## config.mk

```make
export PLATFORM = sky130hd
export DESIGN_NAME = double_ended_queue_unit
export DESIGN_NICKNAME = d
export VERILOG_FILES = /design/src/deq_pkg.sv /design/src/deq_ram.sv /design/src/double_ended_queue_unit.sv
export SDC_FILE = /design/constraint.sdc
export NUM_CORES = 1
export LEC_CHECK = 0
export BUFFER_PORTS_ARGS = -buffer_cell sky130_fd_sc_hd__buf_4
export CAP_MARGIN = 20
export CORE_UTILIZATION = 50
export CTS_CLUSTER_SIZE = 30
export DETAILED_ROUTE_END_ITERATION = 6
export HOLD_SLACK_MARGIN = 0.12
export PLACE_DENSITY = 0.8
export SLEW_MARGIN = 0
export SYNTH_ARGS = -nofsm -noshare
export SYNTH_HDL_FRONTEND = slang
export SYNTH_HIERARCHICAL = 1
export SYNTH_SLANG_ARGS = --single-unit
```

## constraint.sdc

```tcl
create_clock -name clock -period 5 [get_ports clock]
set_input_delay 0.75 -clock clock [delete_from_list [all_inputs] [get_ports clock]]
set_output_delay 0.75 -clock clock [all_outputs]
set_load 0.005 [all_outputs]
```

## src/deq_pkg.sv

```systemverilog
// ----------------------------------------------------------------------------
// deq_pkg
// Shared types and codes for the double-ended queue unit.
// ----------------------------------------------------------------------------
`default_nettype none

package deq_pkg;

   localparam int FUNC_W   = 3;
   localparam int VALUE_W  = 32;
   localparam int STATUS_W = 2;

   // request codes carried on req_tuser
   typedef enum logic [FUNC_W-1:0] {
      FUNC_PUSH_FRONT = 3'd0,
      FUNC_PUSH_BACK  = 3'd1,
      FUNC_POP_FRONT  = 3'd2,
      FUNC_POP_BACK   = 3'd3,
      FUNC_DUMP       = 3'd4
   } func_type;

   // result status carried on rsp_tuser
   typedef enum logic [STATUS_W-1:0] {
      STATUS_OK    = 2'd0,
      STATUS_EMPTY = 2'd1,
      STATUS_FULL  = 2'd2
   } status_type;

   // control sequencer
   typedef enum logic [1:0] {
      ST_IDLE,
      ST_POP,
      ST_DUMP
   } state_type;

endpackage

`default_nettype wire

```

## src/deq_ram.sv

```systemverilog
// ----------------------------------------------------------------------------
// deq_ram
// Entry store: one write port, one read port, registered read data.
// ----------------------------------------------------------------------------
`default_nettype none

module deq_ram
   import deq_pkg::*;
#(
   parameter int DEPTH = 16,
   parameter int WIDTH = 32
) (
   input  wire logic                     clock,
   input  wire logic                     wr_en,
   input  wire logic [$clog2(DEPTH)-1:0] wr_addr,
   input  wire logic [WIDTH-1:0]         wr_data,
   input  wire logic                     rd_en,
   input  wire logic [$clog2(DEPTH)-1:0] rd_addr,
   output logic      [WIDTH-1:0]         rd_data
);

   logic [WIDTH-1:0] mem [DEPTH];
   logic [WIDTH-1:0] rd_data_ff;

   // write port
   always_ff @(posedge clock) begin
      if (wr_en) begin
         mem[wr_addr] <= wr_data;
      end
   end

   // read port, data holds until the next read
   always_ff @(posedge clock) begin
      if (rd_en) begin
         rd_data_ff <= mem[rd_addr];
      end
   end

   assign rd_data = rd_data_ff;

endmodule

`default_nettype wire

```

## src/double_ended_queue_unit.sv

```systemverilog
// ----------------------------------------------------------------------------
// double_ended_queue_unit
// Bounded double-ended queue of signed 32-bit values kept in a ring store.
// ----------------------------------------------------------------------------
//  channel | dir | tdata       | tuser      | tlast
//  req_    | in  | value[31:0] | func[2:0]  | -
//  rsp_    | out | data_out    | status     | last
//
//  Push, a pop or dump on an empty queue and unused codes finish in ST_IDLE,
//  so such requests are taken every cycle while the result slot is free.
//  A pop that returns a value passes through ST_POP, which loads the registered store read.
//  Dump walks the entries front to back in ST_DUMP, one store read per beat.
//  Reset clears state, pointers, count, walk and output valid; the store needs no clearing pass.
//  A stalled result holds the sequencer; req_tready drops until the slot frees.
// ----------------------------------------------------------------------------
`default_nettype none

module double_ended_queue_unit
   import deq_pkg::*;
#(
   parameter int DEPTH = 16
) (
   input  wire logic                clock,
   input  wire logic                reset,
   // request channel
   input  wire logic                req_tvalid,
   output logic                     req_tready,
   input  wire logic [VALUE_W-1:0]  req_tdata,   // [31:0] value
   input  wire logic [FUNC_W-1:0]   req_tuser,   // [2:0] func
   // result channel
   output logic                     rsp_tvalid,
   input  wire logic                rsp_tready,
   output logic      [VALUE_W-1:0]  rsp_tdata,   // [31:0] data_out
   output logic      [STATUS_W-1:0] rsp_tuser,   // [1:0] status
   output logic                     rsp_tlast
);

   localparam int IW = $clog2(DEPTH);
   localparam int CW = $clog2(DEPTH + 1);
   localparam logic [IW:0]   DEPTH_W = (IW+1)'(DEPTH);
   localparam logic [CW-1:0] DEPTH_C = CW'(DEPTH);
   localparam logic [IW-1:0] LAST_SLOT = IW'(DEPTH - 1);

   // ring slot that lies off places behind base
   function automatic logic [IW-1:0] slot_at(input logic [IW-1:0] base,
                                             input logic [IW-1:0] off);
      logic [IW:0] sum;
      sum = {1'b0, base} + {1'b0, off};
      if (sum >= DEPTH_W) begin
         sum = sum - DEPTH_W;
      end
      return sum[IW-1:0];
   endfunction

   state_type     state_ff, state_in;
   logic [IW-1:0] front_ff, front_in;
   logic [CW-1:0] count_ff, count_in;
   logic [CW-1:0] walk_ff, walk_in;

   logic                rsp_valid_ff, rsp_valid_in;
   status_type          rsp_status_ff, rsp_status_in;
   logic [VALUE_W-1:0]  rsp_data_ff, rsp_data_in;
   logic                rsp_last_ff, rsp_last_in;

   logic          ram_we, ram_re;
   logic [IW-1:0] ram_waddr, ram_raddr;
   logic [VALUE_W-1:0] ram_rdata;

   logic          rsp_free, req_fire, is_empty, is_full, walk_done;
   func_type      func;
   logic          load;
   status_type    load_status;
   logic [VALUE_W-1:0] load_data;
   logic          load_last;
   logic [IW-1:0] front_dec;

   assign func      = func_type'(req_tuser);
   assign rsp_free  = !rsp_valid_ff || rsp_tready;
   assign req_tready = (state_ff == ST_IDLE) && rsp_free;
   assign req_fire  = req_tvalid && req_tready;
   assign is_empty  = (count_ff == '0);
   assign is_full   = (count_ff == DEPTH_C);
   assign walk_done = (walk_ff == count_ff);
   assign front_dec = (front_ff == '0) ? LAST_SLOT : front_ff - IW'(1);

   // entry store
   deq_ram #(
      .DEPTH (DEPTH),
      .WIDTH (VALUE_W)
   ) u_ram (
      .clock   (clock),
      .wr_en   (ram_we),
      .wr_addr (ram_waddr),
      .wr_data (req_tdata),
      .rd_en   (ram_re),
      .rd_addr (ram_raddr),
      .rd_data (ram_rdata)
   );

   // next state
   always_comb begin
      state_in = state_ff;
      unique case (state_ff)
         ST_IDLE: begin
            if (req_fire && !is_empty) begin
               if (func == FUNC_POP_FRONT || func == FUNC_POP_BACK) begin
                  state_in = ST_POP;
               end else if (func == FUNC_DUMP) begin
                  state_in = ST_DUMP;
               end
            end
         end
         ST_POP: begin
            if (rsp_free) begin
               state_in = ST_IDLE;
            end
         end
         ST_DUMP: begin
            if (rsp_free && walk_done) begin
               state_in = ST_IDLE;
            end
         end
         default: state_in = ST_IDLE;
      endcase
   end

   // pointer updates, store access and result loads
   always_comb begin
      front_in    = front_ff;
      count_in    = count_ff;
      walk_in     = walk_ff;
      ram_we      = 1'b0;
      ram_waddr   = front_ff;
      ram_re      = 1'b0;
      ram_raddr   = front_ff;
      load        = 1'b0;
      load_status = STATUS_OK;
      load_data   = '0;
      load_last   = 1'b1;
      unique case (state_ff)
         ST_IDLE: begin
            if (req_fire) begin
               unique case (func)
                  FUNC_PUSH_FRONT: begin
                     load = 1'b1;
                     if (is_full) begin
                        load_status = STATUS_FULL;
                     end else begin
                        front_in  = front_dec;
                        ram_we    = 1'b1;
                        ram_waddr = front_dec;
                        count_in  = count_ff + CW'(1);
                     end
                  end
                  FUNC_PUSH_BACK: begin
                     load = 1'b1;
                     if (is_full) begin
                        load_status = STATUS_FULL;
                     end else begin
                        ram_we    = 1'b1;
                        ram_waddr = slot_at(front_ff, count_ff[IW-1:0]);
                        count_in  = count_ff + CW'(1);
                     end
                  end
                  FUNC_POP_FRONT: begin
                     if (is_empty) begin
                        load        = 1'b1;
                        load_status = STATUS_EMPTY;
                     end else begin
                        ram_re    = 1'b1;
                        ram_raddr = front_ff;
                        front_in  = slot_at(front_ff, IW'(1));
                        count_in  = count_ff - CW'(1);
                     end
                  end
                  FUNC_POP_BACK: begin
                     if (is_empty) begin
                        load        = 1'b1;
                        load_status = STATUS_EMPTY;
                     end else begin
                        count_in  = count_ff - CW'(1);
                        ram_re    = 1'b1;
                        ram_raddr = slot_at(front_ff, count_in[IW-1:0]);
                     end
                  end
                  FUNC_DUMP: begin
                     if (is_empty) begin
                        load        = 1'b1;
                        load_status = STATUS_EMPTY;
                     end else begin
                        ram_re    = 1'b1;
                        ram_raddr = front_ff;
                        walk_in   = CW'(1);
                     end
                  end
                  default: ;  // unused codes are dropped
               endcase
            end
         end
         ST_POP: begin
            if (rsp_free) begin
               load      = 1'b1;
               load_data = ram_rdata;
            end
         end
         ST_DUMP: begin
            if (rsp_free) begin
               load      = 1'b1;
               load_data = ram_rdata;
               load_last = walk_done;
               if (!walk_done) begin
                  ram_re    = 1'b1;
                  ram_raddr = slot_at(front_ff, walk_ff[IW-1:0]);
                  walk_in   = walk_ff + CW'(1);
               end
            end
         end
         default: ;
      endcase
   end

   // output register
   always_comb begin
      rsp_valid_in  = rsp_valid_ff && !rsp_tready;
      rsp_status_in = rsp_status_ff;
      rsp_data_in   = rsp_data_ff;
      rsp_last_in   = rsp_last_ff;
      if (load) begin
         rsp_valid_in  = 1'b1;
         rsp_status_in = load_status;
         rsp_data_in   = load_data;
         rsp_last_in   = load_last;
      end
   end

   // control registers
   always_ff @(posedge clock) begin
      if (reset) begin
         state_ff     <= ST_IDLE;
         front_ff     <= '0;
         count_ff     <= '0;
         walk_ff      <= '0;
         rsp_valid_ff <= 1'b0;
      end else begin
         state_ff     <= state_in;
         front_ff     <= front_in;
         count_ff     <= count_in;
         walk_ff      <= walk_in;
         rsp_valid_ff <= rsp_valid_in;
      end
   end

   // result payload
   always_ff @(posedge clock) begin
      rsp_status_ff <= rsp_status_in;
      rsp_data_ff   <= rsp_data_in;
      rsp_last_ff   <= rsp_last_in;
   end

   assign rsp_tvalid = rsp_valid_ff;
   assign rsp_tdata  = rsp_data_ff;
   assign rsp_tuser  = rsp_status_ff;
   assign rsp_tlast  = rsp_last_ff;

   // ------------------------------------------------------------------------
   // checks
   // ------------------------------------------------------------------------
   a_count_bound: assert property (@(posedge clock) disable iff (reset)
      count_ff <= DEPTH_C)
      else $error("entry count above depth");

   a_pop_slot_free: assert property (@(posedge clock) disable iff (reset)
      state_ff == ST_POP |-> !rsp_valid_ff)
      else $error("pop data arrived with output slot occupied");

   a_push_count: assert property (@(posedge clock) disable iff (reset)
      req_fire && !is_full &&
      (func == FUNC_PUSH_FRONT || func == FUNC_PUSH_BACK)
      |=> count_ff == $past(count_ff) + CW'(1))
      else $error("accepted push did not grow the queue");

   a_dump_walk: assert property (@(posedge clock) disable iff (reset)
      state_ff == ST_DUMP |-> walk_ff <= count_ff && walk_ff != '0)
      else $error("dump walk out of range");

endmodule

`default_nettype wire
```

## Word level (Yosys, flattened, before mapping)

Memories as Yosys holds them, arrays and structs flattened. A register that Yosys moved wholly into a read port is not among the register bits.
Index checks and enable logic that the tools add are counted.
Widths: inputs -> output; s select.

- Reductions and logical operators: 28
- $add $sub $neg: 12
- Equality and inequality tests: 20
- Magnitude comparators: 4
- Muxes and demuxes: 54

Operators with widths:

| operator | count |
|---|---|
| $mux 4 | 15 |
| $mux 5 | 7 |
| $pmux 4 s2 | 3 |
| $ge 5x5->1 const B | 4 |
| $pmux 5 s2 | 2 |
| $sub 4x1->4 const B | 5 |
| $ne 2x2->1 const B | 9 |
| $mux 1 | 16 |
| $add 4x4->5 | 3 |
| $mux 2 | 6 |
| $add 5x1->5 const B | 2 |
| $reduce_and 4->1 | 2 |
| $eq 3x2->1 const B | 2 |
| $pmux 1 s2 | 3 |
| $pmux 2 s3 | 1 |
| $reduce_and 2->1 | 3 |
| $reduce_and 6->1 | 1 |
| $reduce_bool 2->1 | 3 |
| $reduce_or 2->1 | 3 |
| $add 4x1->5 const B | 1 |
| $eq 5x5->1 | 1 |
| $eq 5x5->1 const B | 1 |
| $logic_and 1x1->1 | 5 |
| $logic_not 5->1 | 1 |
| other kinds (15) | 19 |

- Memories kept: 1
- Logic and storage cells: 127
- Input bits: 39
- Bits in writable memories: 512
- Register bits: 52

Memory list:

| memory | depth | bits a word | read ports | clocked after memory_dff | wr ports | RTL line | RTL |
|---|---|---|---|---|---|---|---|
| u_ram.mem | 16 | 32 | 1 | 1 | 1 | deq_ram.sv:22 | `logic [WIDTH-1:0] mem [DEPTH];` |

## Longest topological paths before layout

Gate-level depths: netlist of the first run.

- Depth in word-level cells: 8
- Depth in mapped cells: 15

## By module

The synthesis of the first run kept the hierarchy.

By module, submodules not included:

| module | cells each | area each (um2) | instances |
|---|---|---|---|
| deq_ram | 838 | 20155.6 | 1 |
| double_ended_queue_unit | 317 | 3133.0 | 1 |

## Worst setup path after synthesis of the first run

OpenSTA, ideal clock, no wires.

- Path kind: input to register
- From: input rsp_tready
- To: memory u_ram.mem[0][0] (enable)
- Stages: 10
- Slack: -0.194 ns
- Setup time: 0.461 ns
- Data arrival time: 4.733 ns
- Cells stage by stage: nand2b_1 buf_6 nand3_4 or3_1 buf_2 nor2_4 o21ai_0 a22o_1 or3b_2 nor3_1

- Cells in the longest elaborated chain, start to end: 7
- Elaborated cells between the ends (all ways): 9
- Classes of those cells: 6 x mux; 3 x reduce/logical

Ends and longest elaborated chain:

| what | RTL line | RTL |
|---|---|---|
| start, declared | double_ended_queue_unit.sv:32 | `input wire logic rsp_tready,` |
| $logic_or 1x1->1 | double_ended_queue_unit.sv:78 | `assign rsp_free = !rsp_valid_ff \|\| rsp_tready;` |
| $logic_and 1x1->1 | double_ended_queue_unit.sv:79 | `assign req_tready = (state_ff == ST_IDLE) && rsp_free;` |
| $logic_and 1x1->1 | double_ended_queue_unit.sv:80 | `assign req_fire = req_tvalid && req_tready;` |
| $mux 1 | double_ended_queue_unit.sv:142 | `if (req_fire) begin` |
| $mux 1 | double_ended_queue_unit.sv:140 | `unique case (state_ff)` |
| via ram_we | double_ended_queue_unit.sv:65 | `logic ram_we, ram_re;` |
| $mux 1 | deq_ram.sv:27 | `if (wr_en) begin` |
| $mux 1 (not written as such) | deq_ram.sv:28 | `mem[wr_addr] <= wr_data;` |
| end, declared | deq_ram.sv:22 |  |

The timed path passes the listed nets, and every way through them passes these cells.

## Worst setup path in the final report of the first run

- From: register state_ff[0]
- To: memory u_ram.mem[9][21] (enable)

- Cells in the longest elaborated chain, start to end: 7
- Elaborated cells between the ends (all ways): 9
- Classes of those cells: 6 x mux; 3 x reduce/logical

Ends and longest elaborated chain:

| what | RTL line | RTL |
|---|---|---|
| start, declared | double_ended_queue_unit.sv:55 | `state_type state_ff, state_in;` |
| start signal, assigned | double_ended_queue_unit.sv:245 | `state_ff <= state_in;` |
| $logic_not 2->1 (*) | double_ended_queue_unit.sv:79, double_ended_queue_unit.sv:140 |  |
| $logic_and 1x1->1 | double_ended_queue_unit.sv:79 |  |
| $logic_and 1x1->1 | double_ended_queue_unit.sv:80 |  |
| $mux 1 | double_ended_queue_unit.sv:142 |  |
| $mux 1 (*) | double_ended_queue_unit.sv:140 |  |
| via ram_we | double_ended_queue_unit.sv:65 |  |
| $mux 1 (*) | deq_ram.sv:27 |  |
| $mux 1 (not written as such) (*) | deq_ram.sv:28 |  |

Mark *: on every way through the listed nets, which the timed path passes. The rest lies on a longest branch.

==> results of run 1 <==
-- per-layer routing --
| metal | GRT usage | part of all wire | vias up |
|---|---|---|---|
| li1 | - | - | 4953 |
| met1 | 0.295 | 0.39 | 6098 |
| met2 | 0.363 | 0.50 | 628 |
| met3 | 0.0470 | 0.086 | 91 |
| met4 | 0.0730 | 0.024 | 4 |
| met5 | 0 | 0.00053 | - |
-- area by class of cell --
| class | count | area (µm²) |
|---|---|---|
| clock buffers | 63 | 1430 |
| well taps | 600 | 751 |
| flip-flops and latches | 596 | 17700 |
| clock inverters | 35 | 327 |
| inverters | 14 | 52.6 |
| multi-input cells | 483 | 5380 |
| fillers | 3188 | 19100 |
| repair buffers | 109 | 893 |
-- worst max-delay path by stage --
stage / startpoint / endpoint / slack (ps)
after floorplan: rsp_tready / u_ram/mem[8][0] / 100
after global placement: rsp_tready / u_ram/rd_data[2] / 1060
after detailed placement: rsp_tready / u_ram/mem[9][17] / 940
after CTS: state_ff[0] / u_ram/rd_data[26] / 1020
after global routing: state_ff[0] / u_ram/rd_data[20] / 670
final: state_ff[0] / u_ram/mem[9][21] / 1030
-- worst max-delay path: cells and delay by family, from the launching register on --
kind,cells,cell delay [ps]
AOI/OAI and AO/OA,2,520
adders and majority gates,1,400
buffers and inverters,2,380
DFF,1,350
and+or+nand+nor,5,1970
-- registers in the layout (all words and copies together) (netlist names) --
name and count:
u_ram/mem 512, rsp_tdata 32, u_ram/rd_data 32, count_ff 5, walk_ff 5, front_ff 4
rsp_tuser 2, state_ff 2, rsp_tlast 1, rsp_tvalid 1
-- metrics by stage --
step	hold WS [ps]	instance area, µm²	utilization	setup slack (ps)
finish	422	26600	0.582	1030
global route	402	26600	0.582	674
CTS	396	26600	0.582	1020
detailed placement	525	24800	0.543	941
global placement	523	24800	0.543	1060
floorplan	484	23300	-	98.9
-- cells by family after synthesis --
| group | Yosys count | share of synthesized area |
|---|---|---|
| mux | 129 | 0.124 |
| fa+ha+maj | 22 | 0.0128 |
| simple gates | 187 | 0.0419 |
| xor+xnor | 22 | 0.00827 |
| flops | 596 | 0.761 |
| compound gates | 123 | 0.0368 |
| buf+inv | 76 | 0.0149 |
-- synthesized netlist by cell type, drive strengths merged, types with 2 or more instances --
cell type and instances:
xor2 15, and3 35, xnor2 7, nand2b 5
inv 14, fa 3, nand3b 4, a22oi 65
o22ai 2, o21ai 15, and2 2, nand2 61
a21o 3, o211ai 6, nand4 3, nand3 15
mux4 128, nor3b 2, clkbuf 28, a311oi 2
or3 3, a31oi 5, nor2b 4, ha 19
buf 34, or3b 2, nor3 7, a211oi 2
edfxtp 579, nor2 39, dfxtp 17, a21oi 16
-- power groups by stage --
stage | Combinational (W) | Sequential [W] | Clock, W
2_1_floorplan | 0.00110 | 0.00601 | 0
3_3_place_gp | 0.00181 | 0.00599 | 0
3_5_place_dp | 0.00184 | 0.00599 | 0
4_1_cts | 0.00186 | 0.00589 | 0.00413
5_1_grt | 0.00200 | 0.00590 | 0.00431
6_report | 0.00184 | 0.00589 | 0.00407
==> run summary, run 1 <==
hold_buf cts - 0
register clock-pin slew on the reported worst setup and hold paths - 70 ps
Comb power frac - 0.156
Clk pwr share - 0.345
DIE HEIGHT - 218 µm
fin cells - 1900
GPL Wtd Cong - 0.819
CP Max Fanout - 19
placed cell count - 1802
clk root buf - clkbuf_16
Critical R2R Capture - u_ram/mem[9][21]
worst min path class - input pin to flop
Tightest Pin Transition - 1060 ps
clock sinks - 596
Final TNS setup - 0 ps
CP required - 5310 ps
Global Route Usage Sum - 0.221
Worst setup SP type - flop
max incr delay on CP - 640 ps
switch share - 0.247
clk buf depth - 3
RSZ-0062 raised after global routing - no
vias in the first global route - 11856
Setup Viol. Count Final - 0
Netlist cell types - 57
worst r2r path cells - 10
clk_lat worst skew - 620 ps
hold worst-path end - u_ram/mem[1][10]
starting density of the core - 0.510
async set-reset flop share out of synthesis - 0
vias post-DR - 11774
Layout Skew - 16.6 ps
pwr dens - 444 nW/µm²
internal power - 0.00889 W
gr ovfl total - 0
worst reg2reg setup slack - 1030 ps
RR Startpoint - state_ff[0]
Layout Area Growth over Synthesis - 14.1%
outcome - complete, no violations
FMAX - 0.252 GHz
commonest non-fill, non-tap cell in the layout - edfxtp_1
Diodes inserted - 0
max_cap viols - 0
Mapped Cells - 1155
Post-Synthesis Cell Area - 23300 µm²
Rel. slew slack - 0.287
EDFF count, synth - 579
die span in x - 218 µm
Hold Path Cell Cnt - 1
Total Power - 0.0118 W
via density per instance - 6.20
Tcrit/Tclk final - 0.793
WP data arrival - 4270 ps
post-synthesis sequential area ratio - 0.761
Seq cells post-synth - 596
cell taking the most area after synthesis - edfxtp_1
First-pass DRT Iterations - 5
TritonCTS Buffers - 55
initial antenna violation count - 2
largest net degree at the start of global routing - 78
dpl hpwl - 26.3 mm
Max VDD drop - 0.350 mV
Synth Area per Inst - 20.2 µm²
most frequent cells in the layout - 579 x edfxtp_1, 128 x mux4_2, 103 x buf_4, 65 x a22oi_1, 60 x nand2_1
Post-CTS Setup Inserts - 0
Initial DRC Count - 1416
minimum clock period - 3970 ps
Worst path most repeated cell - nor2_4
DIE AREA - 47400 µm²
area share of the largest cell type after synthesis - 0.747
Synthesis Warnings - 6
# rows - 78
DR DRC count - 0
drt total wl - 51.1 mm
Critical-path top delay cell - nor2_4
Final Hold Viols - 0
sw power - 0.00292 W
dominant cells by area after synthesis - edfxtp_1 75%, mux4_2 12%, a22oi_1 2.1%
PostCTS Resize Cnt - 0
share of cells above drive strength 1 - 0.269
HP Start - req_tdata[10]
WS Path Type - flop to flop
global-route wire length before repair - 75.3 mm
ANT nets after route - 0
Reg power frac - 0.499
IO Pins - 76
nets - 1320
CTS tree - yes
H-tree levels - 2
crit-path cells - inv_1 > ha_1 > nand3_4 > or3_1 > nor2_4 > o211ai_1 > o21ai_0 > nand2b_1 > nor2_4 > buf_12
WL/cell - 26.9 µm
Final Max Slew Viols - 0
Port Buffers - 75
Post-Synthesis Net Count - 1216
Leak - 8.55 nW
CP Capture Type - flop
Main synth FF type - edfxtp_1
core footprint - 45700 µm²
Note: power is estimated with default switching activity, not from simulation.
==> inputs of run 2 (changes only) <==
Clock period 5 ns to 3.5 ns, I/O delays scaled along.
==> run summary, run 2 (same netlist as run 1, synthesis figures left out) <==
outcome - complete, no violations
Diodes inserted - 0 (unchanged)
sw power - 0.00444 W (+52%)
CP Capture Type - flop
pwr dens - 642 nW/µm² (+44%)
minimum clock period - 3380 ps (-589 ps)
FMAX - 0.296 GHz (+17%)
vias in the first global route - 12693 (+7.1%)
Final Hold Viols - 0 (unchanged)
worst reg2reg setup slack - 120 ps (-910 ps)
Final Max Slew Viols - 0 (unchanged)
Tcrit/Tclk final - 0.965 (+0.172)
Final TNS setup - 0 ps (unchanged)
GPL Wtd Cong - 0.892 (+8.9%)
commonest non-fill, non-tap cell in the layout - edfxtp_1
WS Path Type - flop to flop
Port Buffers - 75 (unchanged)
Core Util, Final - 0.605 (+0.0230)
Total Power - 0.0177 W (+50%)
die span in x - 218 µm (unchanged)
initial antenna violation count - 1 (-1)
nets - 1379 (+4.5%)
DIE HEIGHT - 218 µm (unchanged)
WP buf/inv - 4 (+2)
clk buf depth - 3 (unchanged)
# rows - 78 (unchanged)
clk_lat worst skew - 630 ps (about the same)
multi-input logic area - 5450 µm² (+1.3%)
internal power - 0.0133 W (+49%)
max_cap viols - 0 (unchanged)
Initial DRC Count - 1468 (+3.7%)
gr ovfl total - 0 (unchanged)
dpl hpwl - 30.8 mm (+17%)
DIE AREA - 47400 µm² (unchanged)
IO Pins - 76 (unchanged)
worst min path class - input pin to flop
vias post-DR - 12443 (+5.7%)
Critical-path top delay cell - mux4_2
CTS tree - yes
Global Route Usage Sum - 0.242 (+0.0218)
Tightest Pin Transition - 869 ps (-190 ps)
Clk pwr share - 0.356 (+0.011)
area occupied by registers - 17700 µm² (about the same)
global-route wire length before repair - 82.7 mm (+9.8%)
Rel. slew slack - 0.419 (+0.133)
via density per instance - 6.34 (+2.2%)
most flop-heavy register - u_ram/mem
ANT nets after route - 0 (unchanged)
WP data arrival - 3730 ps (-540 ps)
core footprint - 45700 µm² (unchanged)
switch share - 0.251 (+0.00334)
Setup Viol. Count Final - 0 (unchanged)
register clock-pin slew on the reported worst setup and hold paths - 70 ps (about the same)
Reg power frac - 0.474 (-0.025)
starting density of the core - 0.510 (unchanged)
final std cell area, no fill - 27600 µm² (+4.0%)
CP Max Fanout - 13 (-6)
Worst setup SP type - flop
First-pass DRT Iterations - 6 (+1)
max FFs per register - 512 (unchanged)
Comb power frac - 0.170 (+0.014)
TritonCTS Buffers - 56 (+1.8%)
clk root buf - clkbuf_16
largest net degree at the start of global routing - 36 (-54%)
H-tree levels - 2 (unchanged)
CP required - 3850 ps (-1460 ps)
share of cells above drive strength 1 - 0.312 (+0.0424)
Layout Skew - 28.9 ps (+12.3 ps)
clock sinks - 596 (unchanged)
most frequent cells in the layout - 579 x edfxtp_1, 133 x buf_4, 128 x mux4_2, 62 x a22oi_1, 60 x nand2_1
Leak - 9.03 nW (+5.6%)
max incr delay on CP - 540 ps (-100 ps)
crit-path cells - inv_1 > ha_4 > nand2_1 > nor3_2 > nand3_1 > mux2i_1 > o211ai_1 > clkbuf_16 > buf_16 > buf_12 > mux4_2 > a22oi_2 > nand2_1
Layout Area Growth over Synthesis - 18.6%
drt total wl - 56.4 mm (+10%)
DR DRC count - 0 (unchanged)
family with the most delay on the worst path - buffers and inverters
Max VDD drop - 0.468 mV (+34%)
WL/cell - 28.7 µm (+6.8%)
fillers - 3096 (-2.9%)
Placed Area - 25500 µm² (+2.9%)
Worst path most repeated cell - nand2_1
[run 2: changes by cell type in the layout (fill, tap and decap cells not counted), moves of 3 or more]
cell | before | now
nor3_4 | 1 | 5
clkbuf_1 | 7 | 4
clkbuf_16 | 56 | 59
dfxtp_1 | 17 | 14
a22oi_1 | 65 | 62
bufinv_16 | 4 | 9
buf_4 | 103 | 133
nor3_2 | 4 | 1
buf_12 | 6 | 27
dfxtp_2 | 0 | 3
clkinv_2 | 7 | 11
a22oi_2 | 0 | 3
clkinv_4 | 4 | 1
[run 2: path summary, 6_finish.rpt]
kind,cells after the start,startpoint,to
min,1,req_tdata[8],u_ram/mem[5][8]
min reg2reg,2,walk_ff[4],walk_ff[4]
max,13,state_ff[0],u_ram/rd_data[20]
max reg2reg,13,state_ff[0],u_ram/rd_data[20]
[run 2: area by class of cell]
class / count / area share
clock buffer: 60 / 0.0513
multi-input combinational: 483 / 0.197
sequential: 596 / 0.642
clock inverter: 44 / 0.0179
tap: 600 / 0.0272
timing repair buffer: 167 / 0.0620
inverter: 14 / 0.00190
[run 2: repair_timing]
item                       in CTS  in global routing
cloned                          0                  2
pin swaps                       1                  1
hold buffers                    0                  0
buffers inserted                0                  4
setup endpoints to repair       2                 30
gates resized for setup         3                 15
[run 2: worst register-to-register path, stage by stage, from the launching register on]
cell and delay [ps]:
dfxtp_1 350, inv_1 150, ha_4 190, nand2_1 100, nor3_2 250, nand3_1 180, mux2i_1 150, o211ai_1 290
clkbuf_16 230, buf_16 170, buf_12 210, mux4_2 540, a22oi_2 240, nand2_1 80
[run 2: per-stage QoR]
stage | hold slack [ps] | setup WS (ps) | cells
after detailed placement | 533 | 22.8 | 1854
after global placement | 520 | 139 | 1854
after floorplan | 484 | -453 | 1155
after global routing | 191 | -49.6 | 1964
after CTS | 169 | 19.9 | 1958
final | 199 | 123 | 1964
[run 2: routing by layer]
metal | track usage | vias up | wire [µm]
li1 | - | 5079 | -
met1 | 0.329 | 6397 | 21100
met2 | 0.394 | 816 | 27600
met3 | 0.0463 | 149 | 5920
met4 | 0.0865 | 2 | 1770
met5 | 0 | - | 13
[run 2: power groups by stage]
stage               registers, W  logic (W)  clock network [W]
floorplan                0.00858    0.00157                  0
detailed placement       0.00855    0.00284                  0
finish                   0.00840    0.00300            0.00631
global route             0.00842    0.00321            0.00662
CTS                      0.00840    0.00292            0.00639
global placement         0.00854    0.00277                  0
